**config.mk**
```make
export PLATFORM = sky130hd
export DESIGN_NAME = i2c_master_register_access
export DESIGN_NICKNAME = d
export VERILOG_FILES = /design/src/rtl/core/i2cmra_pkg.sv /design/src/rtl/core/i2c_master_register_access.sv
export SDC_FILE = /design/constraint.sdc
export NUM_CORES = 1
export LEC_CHECK = 0
export BUFFER_PORTS_ARGS = -buffer_cell sky130_fd_sc_hd__buf_2
export CORE_MARGIN = 3
export CORE_UTILIZATION = 48
export DETAILED_ROUTE_END_ITERATION = 10
export PLACE_DENSITY = 0.67
export SLEW_MARGIN = 10
export SYNTH_ARGS = -nofsm -noshare
export SYNTH_HDL_FRONTEND = slang
export SYNTH_SLANG_ARGS = --single-unit
export TNS_END_PERCENT = 100
```
**constraint.sdc**
```tcl
create_clock -name clock -period 3.2 [get_ports clock]
set_input_delay 0.16 -clock clock [delete_from_list [all_inputs] [get_ports clock]]
set_output_delay 0.16 -clock clock [all_outputs]
set_load 0.05 [all_outputs]
```
**src/rtl/core/i2cmra_pkg.sv**
```systemverilog
// Shared types and constants for the i2c register access master.
// No dependencies; imported by i2c_master_register_access.
package i2cmra_pkg;

   localparam int TIMER_WIDTH_DEFAULT = 16;
   localparam int CFG_WIDTH           = 16;
   localparam int REQ_DATA_WIDTH      = 40;
   localparam int RSP_DATA_WIDTH      = 16;

   localparam logic [CFG_WIDTH-1:0] HALF_PERIOD_RESET = 16'd1;
   localparam logic [CFG_WIDTH-1:0] ACK_TIMEOUT_RESET = 16'd1000;

   typedef enum logic [1:0] {
      OP_TICK  = 2'd0,
      OP_WRITE = 2'd1,
      OP_READ  = 2'd2,
      OP_NONE  = 2'd3
   } opcode_type;

   typedef enum logic {
      CSR_HALF_PERIOD = 1'b0,
      CSR_ACK_TIMEOUT = 1'b1
   } csr_index_type;

   // which byte of the transaction is on the wire
   typedef enum logic [1:0] {
      STG_DEVICE   = 2'd0,
      STG_REGISTER = 2'd1,
      STG_READ     = 2'd2,
      STG_DATA     = 2'd3
   } stage_type;

   typedef enum logic [3:0] {
      PH_IDLE, PH_START_A, PH_START_B, PH_WR_SETUP, PH_WR_HIGH,
      PH_ACK_REL, PH_ACK_HIGH, PH_ACK_POLL, PH_RD_LOW, PH_RD_HIGH,
      PH_MACK_SET, PH_MACK_HIGH, PH_MACK_LOW, PH_STOP_A, PH_STOP_B, PH_FINISH
   } phase_type;

endpackage

```
**src/rtl/core/i2c_master_register_access.sv**
```systemverilog
// I2C master for single register writes and burst register reads.
// Depends on i2cmra_pkg.
//
// Each word on the request stream is a command (write or read), a tick, or an unused opcode.
// A command taken while idle latches its operands; ticks then drive the SCL/SDA
// waveform one step at a time, each held step lasting half_period ticks (at least one), and
// every acknowledge is polled once per tick for up to ack_timeout_ticks ticks
// before the master sends stop and reports an error. Every request word gives
// exactly one response word carrying the line levels and the read/done flags.
// The block takes one word per clock: the sequencer update is a single pass of
// logic into its state registers, and a response register decouples the output,
// so the request side stalls only while a response waits to be taken.
module i2c_master_register_access
   import i2cmra_pkg::*;
#(
   parameter int TIMER_WIDTH = TIMER_WIDTH_DEFAULT
) (
   input  logic                      clock,
   input  logic                      reset,
   // tdata: target_addr[7:0], reg_offset[15:8], write_data[23:16], read_count[31:24],
   //        sda_in[32], zero fill [39:33]
   input  logic [REQ_DATA_WIDTH-1:0] req_tdata,
   input  logic [1:0]                req_tuser,   // opcode[1:0]
   input  logic                      req_tvalid,
   output logic                      req_tready,
   // tdata: scl[0], sda_out[1], busy_res[2], rd_data[10:3], rd_valid[11],
   //        done_res[12], status[13], zero fill [15:14]
   output logic [RSP_DATA_WIDTH-1:0] rsp_tdata,
   output logic                      rsp_tlast,   // rd_last
   output logic                      rsp_tvalid,
   input  logic                      rsp_tready,
   input  logic                      csr_we,
   input  logic                      csr_addr,
   input  logic [CFG_WIDTH-1:0]      csr_wdata
);

   localparam logic [31:0] TMAX32 = (TIMER_WIDTH >= 32) ? 32'hffff_ffff :
                                    ((32'd1 << TIMER_WIDTH) - 32'd1);

   // saturate a 16 bit register value into the timer width
   function automatic logic [TIMER_WIDTH-1:0] sat_timer(input logic [CFG_WIDTH-1:0] v);
      logic [31:0] ext;
      ext = {{(32-CFG_WIDTH){1'b0}}, v};
      return (ext > TMAX32) ? TMAX32[TIMER_WIDTH-1:0] : ext[TIMER_WIDTH-1:0];
   endfunction

   // configuration
   logic [CFG_WIDTH-1:0]   half_period_ff, ack_timeout_ff;

   // sequencer state
   phase_type              phase_ff, phase_in;
   stage_type              stage_ff, stage_in;
   logic [3:0]             bit_index_ff, bit_index_in;
   logic [7:0]             shift_byte_ff, shift_byte_in;
   logic [7:0]             bytes_left_ff, bytes_left_in;
   logic [TIMER_WIDTH-1:0] delay_timer_ff, delay_timer_in;
   logic [TIMER_WIDTH-1:0] ack_timer_ff, ack_timer_in;
   logic [7:0]             held_device_ff, held_device_in;
   logic [7:0]             held_register_ff, held_register_in;
   logic [7:0]             held_write_byte_ff, held_write_byte_in;
   logic                   is_read_ff, is_read_in;
   logic                   failed_ff, failed_in;
   logic                   scl_ff, scl_in;
   logic                   sda_drive_ff, sda_drive_in;

   // response register
   logic [RSP_DATA_WIDTH-1:0] rsp_data_ff, rsp_data_in;
   logic                      rsp_last_ff, rsp_last_in;
   logic                      rsp_valid_ff;

   // request fields
   opcode_type             op;
   logic [7:0]             f_dev, f_reg, f_wdata, f_count;
   logic                   f_sda;
   logic                   accept;

   // per-word outputs
   logic [7:0]             rd_data;
   logic                   rd_valid, rd_last, done, status, hold;
   logic [CFG_WIDTH-1:0]   half_m1, ack_load;
   logic [3:0]             bit_next;

   assign op      = opcode_type'(req_tuser);
   assign f_dev   = req_tdata[7:0];
   assign f_reg   = req_tdata[15:8];
   assign f_wdata = req_tdata[23:16];
   assign f_count = req_tdata[31:24];
   assign f_sda   = req_tdata[32];

   assign req_tready = !rsp_valid_ff || rsp_tready;
   assign accept     = req_tvalid && req_tready;

   assign half_m1  = (half_period_ff == '0) ? '0 : half_period_ff - 16'd1;
   assign ack_load = (ack_timeout_ff == '0) ? 16'd1 : ack_timeout_ff;
   assign bit_next = bit_index_ff + 4'd1;

   always_comb begin
      phase_in           = phase_ff;
      stage_in           = stage_ff;
      bit_index_in       = bit_index_ff;
      shift_byte_in      = shift_byte_ff;
      bytes_left_in      = bytes_left_ff;
      delay_timer_in     = delay_timer_ff;
      ack_timer_in       = ack_timer_ff;
      held_device_in     = held_device_ff;
      held_register_in   = held_register_ff;
      held_write_byte_in = held_write_byte_ff;
      is_read_in         = is_read_ff;
      failed_in          = failed_ff;
      scl_in             = scl_ff;
      sda_drive_in       = sda_drive_ff;
      rd_data            = '0;
      rd_valid           = 1'b0;
      rd_last            = 1'b0;
      done               = 1'b0;
      status             = 1'b0;
      hold               = 1'b0;

      if (phase_ff == PH_IDLE) begin
         if (op == OP_WRITE || op == OP_READ) begin
            held_device_in     = f_dev;
            held_register_in   = f_reg;
            held_write_byte_in = f_wdata;
            bytes_left_in      = (f_count == '0) ? 8'd1 : f_count;
            is_read_in         = (op == OP_READ);
            failed_in          = 1'b0;
            stage_in           = STG_DEVICE;
            bit_index_in       = '0;
            shift_byte_in      = '0;
            delay_timer_in     = '0;
            ack_timer_in       = '0;
            phase_in           = PH_START_A;
         end
      end else if (op == OP_TICK) begin
         if (delay_timer_ff != '0) begin
            delay_timer_in = delay_timer_ff - {{(TIMER_WIDTH-1){1'b0}}, 1'b1};
         end else begin
            case (phase_ff)
               PH_START_A: begin
                  scl_in = 1'b1; sda_drive_in = 1'b1; hold = 1'b1;
                  phase_in = PH_START_B;
               end
               PH_START_B: begin
                  sda_drive_in = 1'b0; hold = 1'b1;
                  // read address after the repeated start
                  shift_byte_in = (stage_ff == STG_READ) ? held_device_ff + 8'd1
                                                         : held_device_ff;
                  bit_index_in  = '0;
                  phase_in      = PH_WR_SETUP;
               end
               PH_WR_SETUP: begin
                  scl_in = 1'b0; sda_drive_in = shift_byte_ff[7]; hold = 1'b1;
                  phase_in = PH_WR_HIGH;
               end
               PH_WR_HIGH: begin
                  scl_in = 1'b1; hold = 1'b1;
                  shift_byte_in = {shift_byte_ff[6:0], 1'b0};
                  bit_index_in  = bit_next;
                  phase_in      = (bit_next >= 4'd8) ? PH_ACK_REL : PH_WR_SETUP;
               end
               PH_ACK_REL: begin
                  scl_in = 1'b0; sda_drive_in = 1'b1; hold = 1'b1;
                  phase_in = PH_ACK_HIGH;
               end
               PH_ACK_HIGH: begin
                  scl_in = 1'b1; hold = 1'b1;
                  ack_timer_in = sat_timer(ack_load);
                  phase_in     = PH_ACK_POLL;
               end
               PH_ACK_POLL: begin
                  if (!f_sda) begin
                     scl_in = 1'b0;
                     case (stage_ff)
                        STG_DEVICE: begin
                           stage_in      = STG_REGISTER;
                           shift_byte_in = held_register_ff;
                           bit_index_in  = '0;
                           phase_in      = PH_WR_SETUP;
                        end
                        STG_REGISTER: begin
                           if (is_read_ff) begin
                              stage_in = STG_READ;
                              phase_in = PH_START_A;
                           end else begin
                              stage_in      = STG_DATA;
                              shift_byte_in = held_write_byte_ff;
                              bit_index_in  = '0;
                              phase_in      = PH_WR_SETUP;
                           end
                        end
                        STG_READ: begin
                           shift_byte_in = '0;
                           bit_index_in  = '0;
                           phase_in      = PH_RD_LOW;
                        end
                        default: begin
                           phase_in = PH_STOP_A;
                        end
                     endcase
                  end else begin
                     ack_timer_in = ack_timer_ff - {{(TIMER_WIDTH-1){1'b0}}, 1'b1};
                     if (ack_timer_ff == {{(TIMER_WIDTH-1){1'b0}}, 1'b1}) begin
                        failed_in = 1'b1;
                        phase_in  = PH_STOP_A;
                     end
                  end
               end
               PH_RD_LOW: begin
                  scl_in = 1'b0; sda_drive_in = 1'b1; hold = 1'b1;
                  phase_in = PH_RD_HIGH;
               end
               PH_RD_HIGH: begin
                  scl_in = 1'b1; hold = 1'b1;
                  shift_byte_in = {shift_byte_ff[6:0], f_sda};
                  bit_index_in  = bit_next;
                  if (bit_next >= 4'd8) begin
                     rd_data  = {shift_byte_ff[6:0], f_sda};
                     rd_valid = 1'b1;
                     rd_last  = (bytes_left_ff <= 8'd1);
                     phase_in = PH_MACK_SET;
                  end else begin
                     phase_in = PH_RD_LOW;
                  end
               end
               PH_MACK_SET: begin
                  // nack on the last byte of the burst
                  scl_in = 1'b0; sda_drive_in = (bytes_left_ff <= 8'd1);
                  phase_in = PH_MACK_HIGH;
               end
               PH_MACK_HIGH: begin
                  scl_in = 1'b1; hold = 1'b1;
                  phase_in = PH_MACK_LOW;
               end
               PH_MACK_LOW: begin
                  scl_in = 1'b0; hold = 1'b1;
                  if (bytes_left_ff > 8'd1) begin
                     bytes_left_in = bytes_left_ff - 8'd1;
                     shift_byte_in = '0;
                     bit_index_in  = '0;
                     phase_in      = PH_RD_LOW;
                  end else begin
                     phase_in = PH_STOP_A;
                  end
               end
               PH_STOP_A: begin
                  scl_in = 1'b0; sda_drive_in = 1'b0; hold = 1'b1;
                  phase_in = PH_STOP_B;
               end
               PH_STOP_B: begin
                  scl_in = 1'b1; sda_drive_in = 1'b1; hold = 1'b1;
                  phase_in = PH_FINISH;
               end
               default: begin
                  done      = 1'b1;
                  status    = failed_ff;
                  failed_in = 1'b0;
                  phase_in  = PH_IDLE;
               end
            endcase
            if (hold) begin
               delay_timer_in = sat_timer(half_m1);
            end
         end
      end

      rsp_data_in = {2'b00, status, done, rd_valid, rd_data,
                     (phase_in != PH_IDLE), sda_drive_in, scl_in};
      rsp_last_in = rd_last;
   end

   always_ff @(posedge clock) begin
      if (reset) begin
         half_period_ff <= HALF_PERIOD_RESET;
         ack_timeout_ff <= ACK_TIMEOUT_RESET;
      end else if (csr_we) begin
         case (csr_index_type'(csr_addr))
            CSR_HALF_PERIOD: half_period_ff <= csr_wdata;
            CSR_ACK_TIMEOUT: ack_timeout_ff <= csr_wdata;
            default:         half_period_ff <= half_period_ff;
         endcase
      end
   end

   always_ff @(posedge clock) begin
      if (reset) begin
         phase_ff           <= PH_IDLE;
         stage_ff           <= STG_DEVICE;
         bit_index_ff       <= '0;
         shift_byte_ff      <= '0;
         bytes_left_ff      <= '0;
         delay_timer_ff     <= '0;
         ack_timer_ff       <= '0;
         held_device_ff     <= '0;
         held_register_ff   <= '0;
         held_write_byte_ff <= '0;
         is_read_ff         <= 1'b0;
         failed_ff          <= 1'b0;
         scl_ff             <= 1'b1;
         sda_drive_ff       <= 1'b1;
      end else if (accept) begin
         phase_ff           <= phase_in;
         stage_ff           <= stage_in;
         bit_index_ff       <= bit_index_in;
         shift_byte_ff      <= shift_byte_in;
         bytes_left_ff      <= bytes_left_in;
         delay_timer_ff     <= delay_timer_in;
         ack_timer_ff       <= ack_timer_in;
         held_device_ff     <= held_device_in;
         held_register_ff   <= held_register_in;
         held_write_byte_ff <= held_write_byte_in;
         is_read_ff         <= is_read_in;
         failed_ff          <= failed_in;
         scl_ff             <= scl_in;
         sda_drive_ff       <= sda_drive_in;
      end
   end

   always_ff @(posedge clock) begin
      if (reset) begin
         rsp_valid_ff <= 1'b0;
      end else if (accept) begin
         rsp_valid_ff <= 1'b1;
      end else if (rsp_tready) begin
         rsp_valid_ff <= 1'b0;
      end
   end

   always_ff @(posedge clock) begin
      if (accept) begin
         rsp_data_ff <= rsp_data_in;
         rsp_last_ff <= rsp_last_in;
      end
   end

   assign rsp_tvalid = rsp_valid_ff;
   assign rsp_tdata  = rsp_data_ff;
   assign rsp_tlast  = rsp_last_ff;

   // a read byte word leaves the sequencer waiting to drive the master ack
   a_rd_valid_phase: assert property (@(posedge clock) disable iff (reset)
      (rsp_valid_ff && rsp_data_ff[11]) |-> (phase_ff == PH_MACK_SET))
      else $error("read byte reported outside the master ack step");

   a_done_idle: assert property (@(posedge clock) disable iff (reset)
      (rsp_valid_ff && rsp_data_ff[12]) |-> (phase_ff == PH_IDLE && !rsp_data_ff[2]))
      else $error("done reported while still busy");

   a_status_done: assert property (@(posedge clock) disable iff (reset)
      (rsp_valid_ff && rsp_data_ff[13]) |-> rsp_data_ff[12])
      else $error("error status without done");

   a_idle_timer: assert property (@(posedge clock) disable iff (reset)
      (phase_ff == PH_IDLE) |-> (delay_timer_ff == '0))
      else $error("delay timer running while idle");

   a_bit_range: assert property (@(posedge clock) disable iff (reset)
      bit_index_ff <= 4'd8)
      else $error("bit index past a byte");

endmodule

```
==> qor.log <==
[synth] commonest register cell after synthesis sky130_fd_sc_hd__dfxtp_1
[worst_setup_path] biggest fanout along the worst timing path 16
[synth] total of warnings raised by yosys 0
[clock_network] Clk Latency, worst-skew pair 0.43 ns
[grt] vias in the first global route 6847
[sta] number of endpoints with negative hold slack in the final report 0
[pwr] LEAKAGE 3.42 nW
[grt] total routing resource utilization after global routing 0.239
[drt] DRC marker count from the first detailed-route iteration 722
[drt] number of vias in the routed layout 7499
[worst_setup_path] R2R depth 8
[die] # rows 45
[worst_setup_path] Reg-to-Reg Start delay_timer_ff[0]
[synth] share of flip-flops with an asynchronous set or reset after synthesis 0
[placement] IO Port Bufs 73
[clock_network] Post-CTS Setup Inserts 0
[clock_network] H-tree lvl count 4
[flow_run] max-cap violation count 0
[grt] number of antenna violations at the first check in global routing 0
[clock_network] # clock sinks 134
[clock_network] CTS resizes 0
[worst_setup_path] critical path capture point ack_timer_ff[13]
[drt] ANT nets after route 0
[synth] number of register bits inferred by synthesis 134
[placement] final weighted congestion in routability-driven placement 0.879
[drt] WL/cell 16.4 um
[placement] area after detailed placement 8110 um2
[sta] Pins Over Slew Limit 0
[sta] total negative slack for setup checks 0 ns
[worst_setup_path] category of the most critical setup path flop to flop
[worst_setup_path] FF-to-FF End ack_timer_ff[13]
[clock_network] CTS clock-pin slew for the worst setup and hold paths 0.06 ns
[worst_hold_path] hold crit path type input port to flop
[die] height of the die 132 um
[synth] top post-synthesis cells by area sky130_fd_sc_hd__dfxtp_1 (31%), sky130_fd_sc_hd__nand2_1 (9.7%), sky130_fd_sc_hd__a21oi_1 (7.4%), sky130_fd_sc_hd__edfxtp_1 (5.9%), sky130_fd_sc_hd__ha_1 (2.6%)
[sta] Max Clk Rate 358 MHz
[cells_and_area] fraction of final layout cells with drive strength greater than 1 0.138
[synth] EDFF count, synth 15
[sta] Slew headroom 0.391
[cells_and_area] P&R area growth vs syn 18.9%
[clock_network] number of buffers created by CTS 17
[drt] detailed-router iteration count before antenna repair 7
[drt] via/cell ratio 5.83
[worst_setup_path] Worst setup EP type flop
[sta] final critical-path share of the clock period 0.874
[pwr] power density over the cells 490 nW/um2
[die] total core area 15400 um2
[synth] post-synthesis sequential area ratio 0.373
[pwr] overall power consumption 4.43 mW
[sta] Tightest Pin Transition 0.912 ns
[grt] GRT overflow 0
[grt] pin count of the biggest net entering global routing 77
[synth] post-synthesis cell count 980
[run_status] outcome finished, final reports clean
[clock_network] clock tree from TritonCTS built
[worst_setup_path] setup slack on the worst flop-to-flop path 0.40 ns
[clock_network] Max clock buf depth 2
[cells_and_area] end-of-flow core utilization 0.588
[worst_setup_path] source of the critical timing path delay_timer_ff[0]
[die] die footprint 17400 um2
[grt] global-route wire length before repair 34.4 mm
[drt] remaining design rule violation count 0
[die] IO Count 83
[synth] post-synthesis cell type count 84
[cells_and_area] final net count 1143
[worst_setup_path] Worst Setup Start Kind flop
[cells_and_area] count of filler cells inserted in the layout 1442
[synth] synthesized cell area 7600 um2
[worst_setup_path] arrival time reported for the critical path endpoint 3.11 ns
[drt] routed wire length 21.1 mm
[die] Die X-Extent 132 um
[die] starting density of the core 0.494
[synth] post-synthesis area per instance 7.75 um2
[synth] largest area contributor in the netlist sky130_fd_sc_hd__dfxtp_1
[cells_and_area] number of inserted diodes 0
[pwr] peak supply drop 0.000430 V
[sta] post-route clock skew 0.0106 ns
[synth] fraction of synthesized cell area taken by the top area cell type 0.314
[sta] Setup Viol. Count Final 0
[cells_and_area] finished layout cell area 9030 um2
[sta] shortest clock period the worst path allows after layout 2.80 ns
[sta] unrepaired setup endpoints after global routing false
[placement] Post-DP HPWL 14.1 mm
[clock_network] root buf cell sky130_fd_sc_hd__clkbuf_16
[worst_setup_path] CP Data Required Time 3.51 ns
==> worst max-delay path: stages, from the launching register on <==
cell	delay, ns
sky130_fd_sc_hd__dfxtp_1	0.36
sky130_fd_sc_hd__inv_1	0.08
sky130_fd_sc_hd__ha_1	0.22
sky130_fd_sc_hd__or4b_4	0.53
sky130_fd_sc_hd__nor4_4	0.37
sky130_fd_sc_hd__a31oi_2	0.29
sky130_fd_sc_hd__nor2_4	0.42
sky130_fd_sc_hd__o32ai_1	0.16
sky130_fd_sc_hd__a22o_1	0.26
==> synthesized netlist by cell type, types with 5 or more instances <==
cell / number
sky130_fd_sc_hd__nand2_1: 196
sky130_fd_sc_hd__dfxtp_1: 119
sky130_fd_sc_hd__a21oi_1: 113
sky130_fd_sc_hd__nor2_1: 50
sky130_fd_sc_hd__clkbuf_1: 47
sky130_fd_sc_hd__nor3_1: 38
sky130_fd_sc_hd__nand3_1: 31
sky130_fd_sc_hd__o21ai_0: 31
sky130_fd_sc_hd__inv_1: 30
sky130_fd_sc_hd__nor4_1: 21
sky130_fd_sc_hd__or3_1: 19
sky130_fd_sc_hd__ha_1: 16
sky130_fd_sc_hd__edfxtp_1: 15
sky130_fd_sc_hd__and2_1: 14
sky130_fd_sc_hd__xor2_1: 14
sky130_fd_sc_hd__o32ai_1: 11
sky130_fd_sc_hd__or4_1: 11
sky130_fd_sc_hd__xnor2_1: 11
sky130_fd_sc_hd__nand4_1: 10
sky130_fd_sc_hd__o21ai_1: 10
sky130_fd_sc_hd__a31oi_1: 9
sky130_fd_sc_hd__buf_2: 9
sky130_fd_sc_hd__a211oi_1: 8
sky130_fd_sc_hd__nor2b_1: 8
sky130_fd_sc_hd__and3_1: 7
sky130_fd_sc_hd__a222oi_1: 6
sky130_fd_sc_hd__o211ai_1: 6
sky130_fd_sc_hd__o31ai_1: 6
sky130_fd_sc_hd__a211o_1: 5
sky130_fd_sc_hd__a22o_1: 5
sky130_fd_sc_hd__nand2b_1: 5
sky130_fd_sc_hd__o2111ai_1: 5
==> sequential cells by signal, summed over array words and instances, names as in the netlist, 2 cells and up <==
| signal | count |
|---|---|
| rsp_tdata | 14 |
| delay_timer_ff | 16 |
| stage_ff | 2 |
| shift_byte_ff | 8 |
| bit_index_ff | 4 |
| held_device_ff | 8 |
| half_period_ff | 16 |
| held_write_byte_ff | 8 |
| bytes_left_ff | 8 |
| ack_timer_ff | 16 |
| held_register_ff | 8 |
| ack_timeout_ff | 16 |
| phase_ff | 4 |
==> power by group <==
group / internal, mW / switching (mW)
Combinational: 0.254 / 0.441
Clock: 1.16 / 0.752
Sequential: 1.76 / 0.0556
==> logic make-up after synthesis <==
family | count (synthesis) | share of synthesized area
xor+xnor | 25 | 0.0288
buf+inv | 96 | 0.0519
compound gates | 258 | 0.218
mux | 5 | 0.00692
fa+ha+maj | 16 | 0.0263
flops | 134 | 0.373
simple gates | 445 | 0.295
other cells | 1 | 0.000494
==> routing by layer <==
| metal | share of wire | track usage | up-vias |
|---|---|---|---|
| met5 | 0 | 0 | - |
| met4 | 0.016 | 0.0706 | 0 |
| met3 | 0.067 | 0.0542 | 34 |
| met2 | 0.45 | 0.364 | 255 |
| met1 | 0.47 | 0.338 | 3494 |
| li1 | - | - | 3716 |
==> area by class of cell <==
type / count / area [um2] / area share
Clock buffer: 20 / 447 / 0.0495
Clock inverter: 12 / 129 / 0.0143
Multi-Input combinational cell: 751 / 4380 / 0.484
Sequential cell: 134 / 2830 / 0.314
Timing Repair Buffer: 128 / 868 / 0.0961
Tap cell: 211 / 264 / 0.0292
Inverter: 31 / 116 / 0.0129
==> through the flow <==
stage / hold WS [ns] / instances / setup slack, ns
after CTS: 0.000960 / 1287 / 0.397
final: 0.0107 / 1287 / 0.404
after global routing: 0.00662 / 1287 / 0.241
after detailed placement: 0.400 / 1220 / 0.402
after global placement: 0.403 / 1220 / 0.465
after floorplan: 0.284 / 981 / 0.177
==> timing repair <==
item | CTS | global route
hold buffers | 35 | 0
endpoints found under the hold margin | 35 | 0
setup endpoints to repair | 0 | 0
==> worst min-delay path by stage <==
stage                        startpoint            endpoint  slack [ns]  cells after the start
final                     csr_wdata[13]  half_period_ff[13]        0.01                      3
after global routing      csr_wdata[13]  half_period_ff[13]       0.007                      3
after CTS                 csr_wdata[13]  half_period_ff[13]       0.001                      3
after detailed placement   csr_wdata[3]   ack_timeout_ff[3]        0.40                      3
after global placement     req_tdata[6]   held_device_ff[6]        0.40                      3
after floorplan            csr_wdata[3]   ack_timeout_ff[3]        0.28                      2
==> cells in the final DEF (no fill, tap or decap), types with 6 or more instances in the layout <==
cell type                       count
sky130_fd_sc_hd__a211oi_1           8
sky130_fd_sc_hd__a21oi_1          113
sky130_fd_sc_hd__a222oi_1           6
sky130_fd_sc_hd__a31oi_1            9
sky130_fd_sc_hd__and2_1            14
sky130_fd_sc_hd__and3_1             7
sky130_fd_sc_hd__buf_2             72
sky130_fd_sc_hd__buf_4             21
sky130_fd_sc_hd__clkbuf_16         17
sky130_fd_sc_hd__dfxtp_1          119
sky130_fd_sc_hd__dlygate4sd3_1     35
sky130_fd_sc_hd__edfxtp_1          15
sky130_fd_sc_hd__ha_1              16
sky130_fd_sc_hd__inv_1             30
sky130_fd_sc_hd__nand2_1          196
sky130_fd_sc_hd__nand3_1           31
sky130_fd_sc_hd__nand4_1           10
sky130_fd_sc_hd__nor2_1            50
sky130_fd_sc_hd__nor2b_1            8
sky130_fd_sc_hd__nor3_1            38
sky130_fd_sc_hd__nor4_1            21
sky130_fd_sc_hd__o211ai_1           6
sky130_fd_sc_hd__o21ai_0           31
sky130_fd_sc_hd__o21ai_1           10
sky130_fd_sc_hd__o31ai_1            6
sky130_fd_sc_hd__o32ai_1           11
sky130_fd_sc_hd__or3_1             19
sky130_fd_sc_hd__or4_1             11
sky130_fd_sc_hd__xnor2_1           11
sky130_fd_sc_hd__xor2_1            14
Note: power is estimated with default switching activity, not from simulation.
